`src/rtl/core/salcp_pkg.sv`:
```
`default_nettype none
package salcp_pkg;

    localparam int MaxLen = 4096;
    localparam int AddrW  = $clog2(MaxLen);
    localparam int LenW   = AddrW + 1;
    localparam int LcpW   = 12;
    localparam int SymW   = 8;
    localparam int StatW  = 2;

    localparam logic [1:0] CmdLoad = 2'd0;
    localparam logic [1:0] CmdRun  = 2'd1;
    localparam logic [1:0] CmdRead = 2'd2;
    localparam logic [1:0] CmdNop  = 2'd3;

    localparam logic [StatW-1:0] StatOk      = 2'd0;
    localparam logic [StatW-1:0] StatNotDone = 2'd1;
    localparam logic [StatW-1:0] StatRange   = 2'd2;

    typedef enum logic [3:0] {
        t_ST_IDLE,
        t_ST_RANK_RD,
        t_ST_RANK_WR,
        t_ST_POS_RD,
        t_ST_POS_CHK,
        t_ST_NB_WAIT,
        t_ST_TXT_RD,
        t_ST_TXT_CMP,
        t_ST_READ_WAIT,
        t_ST_OUT
    } t_state;

    typedef struct packed {
        logic load;
        logic start;
        logic rank_rd;
        logic rank_wr;
        logic pos_chk;
        logic nb_rd;
        logic txt_rd;
        logic txt_cmp;
        logic read_rd;
        logic read_fin;
    } t_cmd;

    typedef struct packed {
        logic rank_last;
        logic pos_last;
        logic pos_skip;
        logic rank_end;
        logic txt_stop;
    } t_status;

endpackage
`default_nettype wire

```
`src/rtl/core/salcp_ctrl.sv`:
```
`default_nettype none
module salcp_ctrl (
    input  wire                 i_clk,
    input  wire                 i_rst_n,
    input  wire                 i_in_valid,
    input  wire [1:0]           i_in_cmd,
    output logic                o_in_ready,
    output logic                o_res_load,
    output logic                o_res_read,
    input  wire                 i_out_free,
    output salcp_pkg::t_cmd     o_cmd,
    input  wire salcp_pkg::t_status i_status
);
    import salcp_pkg::*;

    t_state r_state, n_state;
    logic   acc;

    always_ff @(posedge i_clk) begin
        if (!i_rst_n) r_state <= t_ST_IDLE;
        else          r_state <= n_state;
    end

    assign acc = i_in_valid && o_in_ready;

    always_comb begin
        n_state    = r_state;
        o_cmd      = '0;
        o_in_ready = 1'b0;
        o_res_load = 1'b0;
        o_res_read = 1'b0;
        case (r_state)
            t_ST_IDLE: begin
                o_in_ready = i_out_free;
                if (acc) begin
                    case (i_in_cmd)
                        CmdLoad: begin o_cmd.load = 1'b1; o_res_load = 1'b1; end
                        CmdRun:  begin o_cmd.start = 1'b1; n_state = t_ST_RANK_RD; end
                        CmdRead: begin o_cmd.read_rd = 1'b1; n_state = t_ST_READ_WAIT; end
                        default: o_res_load = 1'b1;
                    endcase
                end
            end
            t_ST_RANK_RD: begin
                if (i_status.pos_last) n_state = t_ST_POS_RD;
                else n_state = t_ST_RANK_WR;
            end
            t_ST_RANK_WR: begin
                o_cmd.rank_wr = 1'b1;
                n_state = i_status.rank_last ? t_ST_POS_RD : t_ST_RANK_RD;
            end
            t_ST_POS_RD: begin
                if (i_status.pos_last) begin
                    o_res_load = 1'b1;
                    n_state = t_ST_OUT;
                end else begin
                    n_state = t_ST_POS_CHK;
                end
            end
            t_ST_POS_CHK: begin
                o_cmd.pos_chk = 1'b1;
                o_cmd.nb_rd   = 1'b1;
                n_state = t_ST_NB_WAIT;
            end
            t_ST_NB_WAIT: begin
                if (i_status.pos_skip || i_status.rank_end) n_state = t_ST_POS_RD;
                else begin
                    o_cmd.txt_rd = 1'b1;
                    n_state = t_ST_TXT_RD;
                end
            end
            t_ST_TXT_RD: n_state = t_ST_TXT_CMP;
            t_ST_TXT_CMP: begin
                o_cmd.txt_cmp = 1'b1;
                n_state = i_status.txt_stop ? t_ST_POS_RD : t_ST_TXT_RD;
            end
            t_ST_READ_WAIT: begin
                o_cmd.read_fin = 1'b1;
                o_res_read = 1'b1;
                n_state = t_ST_OUT;
            end
            t_ST_OUT: n_state = t_ST_IDLE;
            default: n_state = t_ST_IDLE;
        endcase
    end
endmodule
`default_nettype wire

```
`config.mk`:
```
export PLATFORM = sky130hd
export DESIGN_NAME = salcp_ctrl
export DESIGN_NICKNAME = d
export VERILOG_FILES = /design/src/rtl/core/salcp_pkg.sv /design/src/rtl/core/salcp_ctrl.sv
export SDC_FILE = /design/constraint.sdc
export NUM_CORES = 1
export LEC_CHECK = 0
export ABC_AREA = 0
export BUFFER_PORTS_ARGS = -buffer_cell sky130_fd_sc_hd__buf_2
export CAP_MARGIN = 20
export CORE_AREA = 3 3 40 42
export CTS_CLUSTER_DIAMETER = 60
export DETAILED_ROUTE_END_ITERATION = 8
export DIE_AREA = 0 0 43 45
export PLACE_DENSITY = 0.69
export SYNTH_ARGS = -nofsm -noshare
export SYNTH_HDL_FRONTEND = slang
export SYNTH_SLANG_ARGS = --single-unit
```
`constraint.sdc`:
```
create_clock -name i_clk -period 1.35 [get_ports i_clk]
set_input_delay 0.2025 -clock i_clk [delete_from_list [all_inputs] [get_ports i_clk]]
set_output_delay 0.2025 -clock i_clk [all_outputs]
set_load 0.02 [all_outputs]
```
-- Word-level counts from Yosys, hierarchy flattened
Index checks and enable logic that the tools add are counted.
- register bits: 4
- input port bits: 11
- output and inout port bits: 13
- word-level logic and storage cells: 45
- equal/unequal tests: 12
- muxes and demuxes: 26
- reductions and logical operators: 6
- operators by type and width (kind ; count):
    $pmux 4 s9 ; 1
    $eq 4x3->1 const B ; 4
    $mux 1 ; 15
    $eq 4x2->1 const B ; 2
    $mux 2 ; 4
    $mux 4 ; 2
    $pmux 4 s2 ; 1
    $mux 3 ; 2
    $eq 4x1->1 const B ; 1
    $eq 4x4->1 const B ; 1
    $logic_not 4->1 ; 1
    $ne 3x1->1 const B ; 1
    $eq 2x1->1 const B ; 1
    $eq 2x2->1 const B ; 1
    $logic_not 2->1 ; 1
    $ne 2x2->1 const B ; 1
    $pmux 1 s2 ; 1
    $reduce_and 2->1 ; 1
    $reduce_or 2->1 ; 1
    $logic_and 1x1->1 ; 1
    $logic_or 1x1->1 ; 1

-- Longest topological paths before layout
Gate-level depths: netlist (run 1).
- depth after elaboration: 5
- gate-level depth with buffers: 6

-- Least setup slack after synthesis (run 1)
No wires, ideal clock.
- path kind: register -> output
- from: register r_state[3]
- to: output port o_cmd[5] in the netlist's numbering
- data arrival time: 1332 ps
- required time: 1148 ps
- path slack: -185 ps
- cell stages (with the launch flop): 6
- buffers on the path: 2
- cells stage by stage: dfxtp_1 -> buf_6 -> inv_2 -> nand2_2 -> nor3_1 -> buf_4
- RTL lines (what ; line ; text):
    start: declaration ; salcp_ctrl.sv:16 ; t_state r_state, n_state;
    start signal: assignment ; salcp_ctrl.sv:20 ; if (!i_rst_n) r_state <= t_ST_IDLE;
    start signal: assignment ; salcp_ctrl.sv:21 ; else r_state <= n_state;
    end: declaration ; salcp_ctrl.sv:11 ; output salcp_pkg::t_cmd o_cmd,

==> metrics.yaml, run 1 <==
outcome:
  status: "finished with violations"
  violations: "setup timing"
critical_path:
  cp-start-kind: "register"
  required_ns: 1.15
  cp_max_fo: 3
  worstSetupPathType: "register to output port"
  crit_arrival_ns: 1.23
  endpoint_kind: "output port"
detailed_routing:
  wl_per_cell_um: 13.3
  via_per_inst: 5.36
  drcViolationCount: 0
  first_pass_iters: 4
  drt_iter0_drc: 7
  wirelength_um: 1420
  route.vias.total: 568
  ant_nets: 0
clock_network:
  tritoncts: "done"
  insertion_delay_ns: 0.24
  path_clk_slew_ns: 0.04
  cts.sinks: 4
  ctsRootBufferMaster: "clkbuf_4"
  cts_buffer_depth: 2
  htreeDepth: 1
  cts_buffers: 3
placement:
  gp_congestion: 0.784
  dp_hpwl_um: 1070
  port_buffers: 22
  dp_cells: 97
  dpl_worst_slack_ns: 0.0411
  placed_cell_area_sq_um: 599
sta:
  post-route-worst-setup-slack_ns: -0.0857
  max_freq_mhz: 697
  fin_crit_ns: 1.44
  finalCritPeriodShare_pct: 106
  drv_slew: 0
  tns_ns: -0.372
  setup_viol: 6
  rsz0062_at_grt: "true"
  hold_viol_final: 0
  fin_skew_ns: 0.00193
cells_and_area:
  fill_cells: 115
  instances_no_fill: 106
  drive_above_1_share_pct: 58.2
  design_area_sq_um: 762
  largest_reg_flops: 4
  finalNetCount: 107
  antennaDiodeCount: 0
  top_regs: "r_state x4"
  area_delta_synth_final_pct: 53.8
  top_register: "r_state"
power:
  power_density_mw_per_mm2: 737
  max-vdd-ir-drop_uv: 311
  leakagePower_nw: 0.382
yosys:
  yosysWarnings: 0
  synthTopCellsByArea: "dfxtp_1 16%, buf_6 9.1%, ha_1 7.6%"
  yosysSeqAreaShare_pct: 16.2
  yosys-top-cells-count: "4 x buf_6, 4 x dfxtp_1, 4 x inv_1, 4 x nor2_1, 4 x o21ai_0"
  syn_nets: 76
  synth_edf_count: 0
  yosysTopAreaCell: "dfxtp_1"
  synth_area_sq_um: 495
  syn_inst: 62
  synth_area_per_cell_sq_um: 7.99
  yosysUniqueCellTypes: 32
  async_reset_ff_share_pct: 0
  synth-seq-cells: 4
  synth_top_area_share_pct: 16.2
  synthFlopType: "dfxtp_1"
floorplan:
  die_height_um: 45
  row_count: 13
  core-area_sq_mm: 0.00128
  dieWidth_um: 43
  die-area_sq_mm: 0.00194
  initial_utilization_pct: 38.6
  ios: 24
global_routing:
  grt_max_degree: 7
  grt_pass1_vias: 539
  grtUsageTotal_pct: 16.3
  overflow: 0
  grt_first_pass_wirelength_um: 2270
  antenna_found_initial: 0
run:
  cap_violations: 0
min_path:
  worstHoldPathType: "input pin to register"
routing by layer:
metal  global-route usage (%)  share of wire (%)  wire length, um  up-vias
met5                        0                  0                0        -
met4                     14.5                5.0               71        0
met3                     5.18                9.9              140        8
met2                     26.0                 48              679       29
met1                     17.3                 37              523      261
li1                         -                  -                -      270
critical path: stages (launching register included):
cell and delay [ns]:
dfxtp_4 0.35, buf_6 0.12, nor3_4 0.22, and2_4 0.19, buf_6 0.11
placed cells by master (no fill, tap or decap), types with 3 or more instances in the layout:
cell type  synthesis  final
buf_4              3     15
buf_2              0     11
buf_6              4      7
inv_1              4      4
o21ai_0            4      4
nor2_1             4      3
and3_1             3      3
ha_1               3      3
clkbuf_4           0      3
dfxtp_4            0      3
kinds of logic (layout without fill, tap and decap cells):
kind of cell | count (synthesis) | count (layout) | synth area share (%)
adder cells (fa/ha/maj) | 3 | 3 | 7.58
flip-flops | 4 | 4 | 16.2
multiplexers | 1 | 1 | 2.02
buffers and inverters | 13 | 42 | 18.2
AND/OR/NAND/NOR | 27 | 27 | 36.4
AO/OA/AOI/OAI | 13 | 13 | 18.9
other | 1 | 1 | 0.757
path summary, 6_finish.rpt:
kind              start         end  slack [ns]  cells past startpoint
max reg2reg  r_state[0]  r_state[3]        0.05                      6
min             i_rst_n  r_state[2]        0.23                      2
min reg2reg  r_state[2]  r_state[3]        0.60                      1
max          r_state[0]    o_cmd[0]       -0.09                      4
area by class of cell:
type                            count  area, sq um  share of cell area (%)
Clock buffer                        3         22.5                    2.96
Inverter                            6         25.0                    3.28
Multi-Input combinational cell     45          357                    46.8
Sequential cell                     4         92.6                    12.2
Tap cell                           15         18.8                    2.46
Timing Repair Buffer               33          246                    32.3
power breakdown:
part / internal, mW / leakage (nW) / switching, mW / total [mW]
registers: 0.127 / 0.0352 / 0.0142 / 0.141
logic: 0.133 / 0.333 / 0.136 / 0.269
clock network: 0.0996 / 0.0138 / 0.0523 / 0.152
total: 0.359 / 0.382 / 0.202 / 0.562
timing repair:
item / CTS / global route
endpoints found under the setup margin: 9 / 11
buffers inserted: 6 / 0
pin swaps: 6 / 4
resized for setup: 18 / 15
hold buffers: 0 / 0
endpoints found under the hold margin: 0 / 0
through the flow:
| step | power [mW] | hold WS (ns) | util, % |
|---|---|---|---|
| after floorplan | 0.289 | 0.330 | - |
| after global placement | 0.342 | 0.474 | 46.6 |
| after detailed placement | 0.345 | 0.473 | 46.6 |
| after CTS | 0.535 | 0.222 | 55.5 |
| after global routing | 0.596 | 0.233 | 59.3 |
| final | 0.562 | 0.229 | 59.3 |
(Power assumes the default switching activity.)
==> run 2: changes to the inputs <==
==> constraint.sdc (replaced) <==
create_clock -name i_clk -period 1.35 [get_ports i_clk]
set_input_delay 0.27 -clock i_clk [delete_from_list [all_inputs] [get_ports i_clk]]
set_output_delay 0.27 -clock i_clk [all_outputs]
set_load 0.02 [all_outputs]
==> metrics.yaml, run 2 (same netlist as run 1, synthesis figures left out) <==
critical_path:
  max_stage_delay_ns: 0.35  # about the same
  path_cells: "nor2_4 -> nand4_1 -> o21ai_1 -> and2_1 -> buf_6"
  regToRegSetupSlack_ns: -0.06  # -0.11 ns
  crit_arrival_ns: 1.26  # +0.03 ns
  required_ns: 1.08  # -0.07 ns
  r2r-end: "r_state[3]"
  worstSetupPathType: "register to output port"
  crit_family: "simple AND/OR/NAND/NOR gates"
  path_buf_inv: 1  # -1
  timing.rr.start: "r_state[0]"
  endpoint_kind: "output port"
  cp.depth: 5  # +1
  cp_max_fo: 5  # +2
  slowest_stage: "dfxtp_4"
  reg2regPathDepth: 7  # +1
  cp-start-kind: "register"
global_routing:
  grt-busiest-layer: "met2"
  grt_max_degree: 7  # unchanged
  grt_pass1_vias: 624  # +16%
  use_met3_pct: 5.98  # +0.80 points
  met1_usage_pct: 18.1  # +0.76 points
  grtUsageTotal_pct: 18.1  # +1.8 points
  antenna_found_initial: 0  # unchanged
  grt_first_pass_wirelength_um: 2590  # +14%
  met2_usage_pct: 34.7  # +8.7 points
  overflow: 0  # unchanged
clock_network:
  cts.sinks: 4  # unchanged
  tritoncts: "done"
  cts_buffers: 3  # unchanged
  cts_buffer_depth: 2  # unchanged
  path_clk_slew_ns: 0.04  # about the same
  insertion_delay_ns: 0.24  # about the same
  ctsRootBufferMaster: "clkbuf_4"
  htreeDepth: 1  # unchanged
min_path:
  min_to: "r_state[2]"
  hp-start: "i_rst_n"
  worstHoldPathType: "input pin to register"
  hold_depth: 2  # unchanged
sta:
  tns_ns: -1.39  # -1.02 ns
  drv_slew: 0  # unchanged
  hold_viol_final: 0  # unchanged
  post-route-worst-setup-slack_ns: -0.181  # -0.0948 ns
  rsz0062_at_grt: "true"
  fin_crit_ns: 1.53  # +0.0948 ns
  finalCritPeriodShare_pct: 113  # +7.0 points
  fin_skew_ns: 0.00578  # +0.00385 ns
  max_freq_mhz: 653  # -6.2%
  setup_viol: 12  # +6
power:
  leakagePower_nw: 0.442  # +15%
  power_density_mw_per_mm2: 667  # -9.6%
  max-vdd-ir-drop_uv: 510  # +64%
  finalPower_mw: 0.607  # +8.1%
floorplan:
  core-area_sq_mm: 0.00128  # unchanged
  row_count: 13  # unchanged
  die_height_um: 45  # unchanged
  die-area_sq_mm: 0.00194  # unchanged
  initial_utilization_pct: 38.6  # unchanged
  ios: 24  # unchanged
  dieWidth_um: 43  # unchanged
cells_and_area:
  drive_above_1_share_pct: 66.0  # +7.8 points
  top_regs: "r_state x4"
  area_delta_synth_final_pct: 83.8
  final_cell_mix: "19 x buf_4, 15 x buf_6, 11 x buf_2"
  antennaDiodeCount: 0  # unchanged
  final_common_cell: "buf_4"
  largest_reg_flops: 4  # unchanged
  top_register: "r_state"
  finalNetCount: 119  # +11%
detailed_routing:
  drcViolationCount: 0  # unchanged
  via_per_inst: 5.14  # -4.2%
  wl_per_cell_um: 14.1  # +6.0%
  wirelength_um: 1670  # +18%
  route.vias.total: 606  # +6.7%
  ant_nets: 0  # unchanged
  drt_iter0_drc: 5  # -2
  first_pass_iters: 4  # unchanged
placement:
  port_buffers: 22  # unchanged
  gp_congestion: 0.795  # +1.4%
  dpl_worst_slack_ns: 0.00139  # -0.0397 ns
  dp_hpwl_um: 973  # -8.7%
outcome:
  violations: "setup timing"
  status: "finished with violations"
run:
  cap_violations: 0  # unchanged
-- run 2: where the power goes --
part	switching [mW]	total (mW)	leakage (nW)	internal, mW
Sequential	0.0143	0.140	0.0352	0.126
Combinational	0.151	0.319	0.393	0.168
Clock	0.0487	0.148	0.0138	0.0994
-- run 2: metal layers --
metal | share of wire [%] | wire [um]
met5 | 0 | 0
met4 | 1.4 | 23
met1 | 37 | 610
met2 | 55 | 925
met3 | 6.5 | 108
-- run 2: through the flow --
step                area (sq um)  cells  util (%)  hold slack (ns)
global route                 911    118      70.9            0.300
finish                       911    118      70.9            0.301
detailed placement           628    100      48.9            0.551
global placement             628    100      48.9            0.540
CTS                          853    113      66.4            0.291
floorplan                    507     62         -            0.398
-- run 2: worst max path at each step --
stage | to | slack [ns] | startpoint
detailed placement | o_res_load | 0.001 | i_in_cmd[0]
floorplan | o_res_load | 0.04 | r_state[0]
finish | o_res_load | -0.18 | r_state[3]
global route | o_res_load | -0.31 | r_state[3]
global placement | o_res_load | 0.005 | i_in_cmd[0]
CTS | o_res_load | -0.15 | r_state[1]
-- run 2: layout make-up --
class                      instances  area [sq um]
timing repair buffer              45           367
sequential                         4          92.6
inverter                           6          27.5
multi-input combinational         45           383
fill                             108           374
tap                               15          18.8
clock buffer                       3          22.5
-- run 2: repair_timing --
action,in CTS,in global routing
pin swaps,12,9
endpoints found under the setup margin,12,15
cloned,0,0
setup buffers,10,5
gates resized for setup,41,6
hold buffers,0,0
==> run 3: changes to the inputs <==
REMOVE_ABC_BUFFERS = 1   (was not set)
SKIP_CTS_REPAIR_TIMING = 1   (was not set)
==> metrics.yaml, run 3 (same netlist as run 1, synthesis figures left out) <==
cells_and_area:
  design_area_sq_um: 741  # -19%
  post-route-util_pct: 57.6  # -13 points
  finalNetCount: 102  # -14%
  antennaDiodeCount: 0  # unchanged
  area_delta_synth_final_pct: 49.5
  drive_above_1_share_pct: 59.3  # -6.7 points
  final_cell_mix: "11 x buf_2, 11 x buf_6, 6 x buf_4"
  largest_reg_flops: 4  # unchanged
  top_register: "r_state"
  top_regs: "r_state x4"
detailed_routing:
  route.vias.total: 507  # -16%
  wirelength_met1_um: 528  # -13%
  via_per_inst: 5.02  # -2.3%
  wl_per_cell_um: 12.4  # -12%
  wl_met3_um: 37  # -66%
  drcViolationCount: 0  # unchanged
  drt_iter0_drc: 9  # +4
  dr_wl_met2_um: 674  # -27%
  first_pass_iters: 4  # unchanged
  ant_nets: 0  # unchanged
  wirelength_um: 1260  # -25%
  top_layer: "met4"
global_routing:
  grt_pass1_vias: 477  # -24%
  antenna_found_initial: 0  # unchanged
  grt_max_degree: 9  # +2
  overflow: 0  # unchanged
  grtUsageTotal_pct: 12.4  # -5.7 points
  grt_first_pass_wirelength_um: 1830  # -29%
critical_path:
  crit_end: "o_res_load"
  worstSetupPathType: "register to output port"
  crit_arrival_ns: 1.25  # about the same
  timing.rr.start: "r_state[2]"
  cp_max_fo: 5  # unchanged
  reg2regPathDepth: 5  # -2
  crit_path_start: "r_state[2]"
  endpoint_kind: "output port"
  cp-start-kind: "register"
  r2r-end: "r_state[3]"
  regToRegSetupSlack_ns: 0.10  # +0.16 ns
  required_ns: 1.08  # about the same
placement:
  dp_hpwl_um: 911  # -6.4%
  port_buffers: 22  # unchanged
  placed_cell_area_sq_um: 594  # -5.4%
  gp_congestion: 0.731  # -8.0%
clock_network:
  cts_buffer_depth: 2  # unchanged
  cts.sinks: 4  # unchanged
  insertion_delay_ns: 0.23  # about the same
  ctsRootBufferMaster: "clkbuf_4"
  tritoncts: "done"
  htreeDepth: 1  # unchanged
  path_clk_slew_ns: 0.04  # about the same
  cts_buffers: 3  # unchanged
sta:
  setup_viol: 12  # unchanged
  fin_crit_ns: 1.52  # -0.0117 ns
  fin_skew_ns: 0.000809  # -0.00497 ns
  max_freq_mhz: 658  # +0.77%
  finalCritPeriodShare_pct: 113  # -0.87 points
  hold_viol_final: 0  # unchanged
  post-route-worst-setup-slack_ns: -0.169  # +0.0117 ns
  rsz0062_at_grt: "true"
  drv_slew: 0  # unchanged
outcome:
  violations: "setup timing"
  status: "finished with violations"
floorplan:
  core-area_sq_mm: 0.00128  # unchanged
  row_count: 13  # unchanged
  ios: 24  # unchanged
  initial_utilization_pct: 38.6  # unchanged
  die_height_um: 45  # unchanged
  dieWidth_um: 43  # unchanged
  die-area_sq_mm: 0.00194  # unchanged
power:
  max-vdd-ir-drop_uv: 442  # -13%
  power_density_mw_per_mm2: 716  # +7.4%
  leakagePower_nw: 0.345  # -22%
min_path:
  hp-start: "i_rst_n"
  worstHoldPathType: "input pin to register"
run:
  cap_violations: 0  # unchanged
-- run 3: cell types whose count changed in the layout (fill, tap and decap cells not counted), sizes merged --
cell  previous run  this run
buf             45        28
-- run 3: per-stage QoR --
step                      setup TNS [ns]  power, mW  worst slack (ns)  hold WS, ns  cells
after floorplan                   -0.838      0.265            -0.419        0.398     55
after global placement                 0      0.334           0.00100        0.536     97
after detailed placement         -0.0251      0.336           -0.0251        0.537     97
after CTS                          -1.61      0.486            -0.274        0.293    100
after global routing               -1.73      0.566            -0.252        0.317    101
final                             -0.964      0.531            -0.169        0.294    101
-- run 3: final cells by class --
| class | count | area [sq um] |
|---|---|---|
| clock buffers | 3 | 22.5 |
| fillers | 120 | 544 |
| repair buffers | 28 | 224 |
| flip-flops and latches | 4 | 87.6 |
| well taps | 15 | 18.8 |
| multi-input cells | 45 | 365 |
| inverters | 6 | 22.5 |
-- run 3: worst min-delay path by stage --
stage | to | slack, ns | cells after the start
2_1_floorplan | r_state[2] | 0.40 | 1
3_3_place_gp | r_state[2] | 0.54 | 2
3_5_place_dp | r_state[2] | 0.54 | 2
4_1_cts | r_state[2] | 0.29 | 2
5_1_grt | r_state[2] | 0.32 | 2
6_report | r_state[2] | 0.29 | 2
-- run 3: critical path: stages (launching register included) --
cell,delay (ns)
dfxtp_4,0.36
nor2_4,0.11
nand4_1,0.13
o21ai_1,0.15
and2_1,0.15
buf_6,0.12
-- run 3: layer usage --
metal  vias to the layer above  global-route usage, %
li1                        262                      -
met1                       234                   16.2
met2                         9                   20.1
met3                         2                   1.20
met4                         0                   7.23
met5                         -                      0
-- run 3: report_power, final --
part / switching [mW] / internal, mW / total (mW)
sequential: 0.0103 / 0.128 / 0.138
combinational: 0.130 / 0.121 / 0.251
clock: 0.0425 / 0.0990 / 0.142
total: 0.183 / 0.347 / 0.531
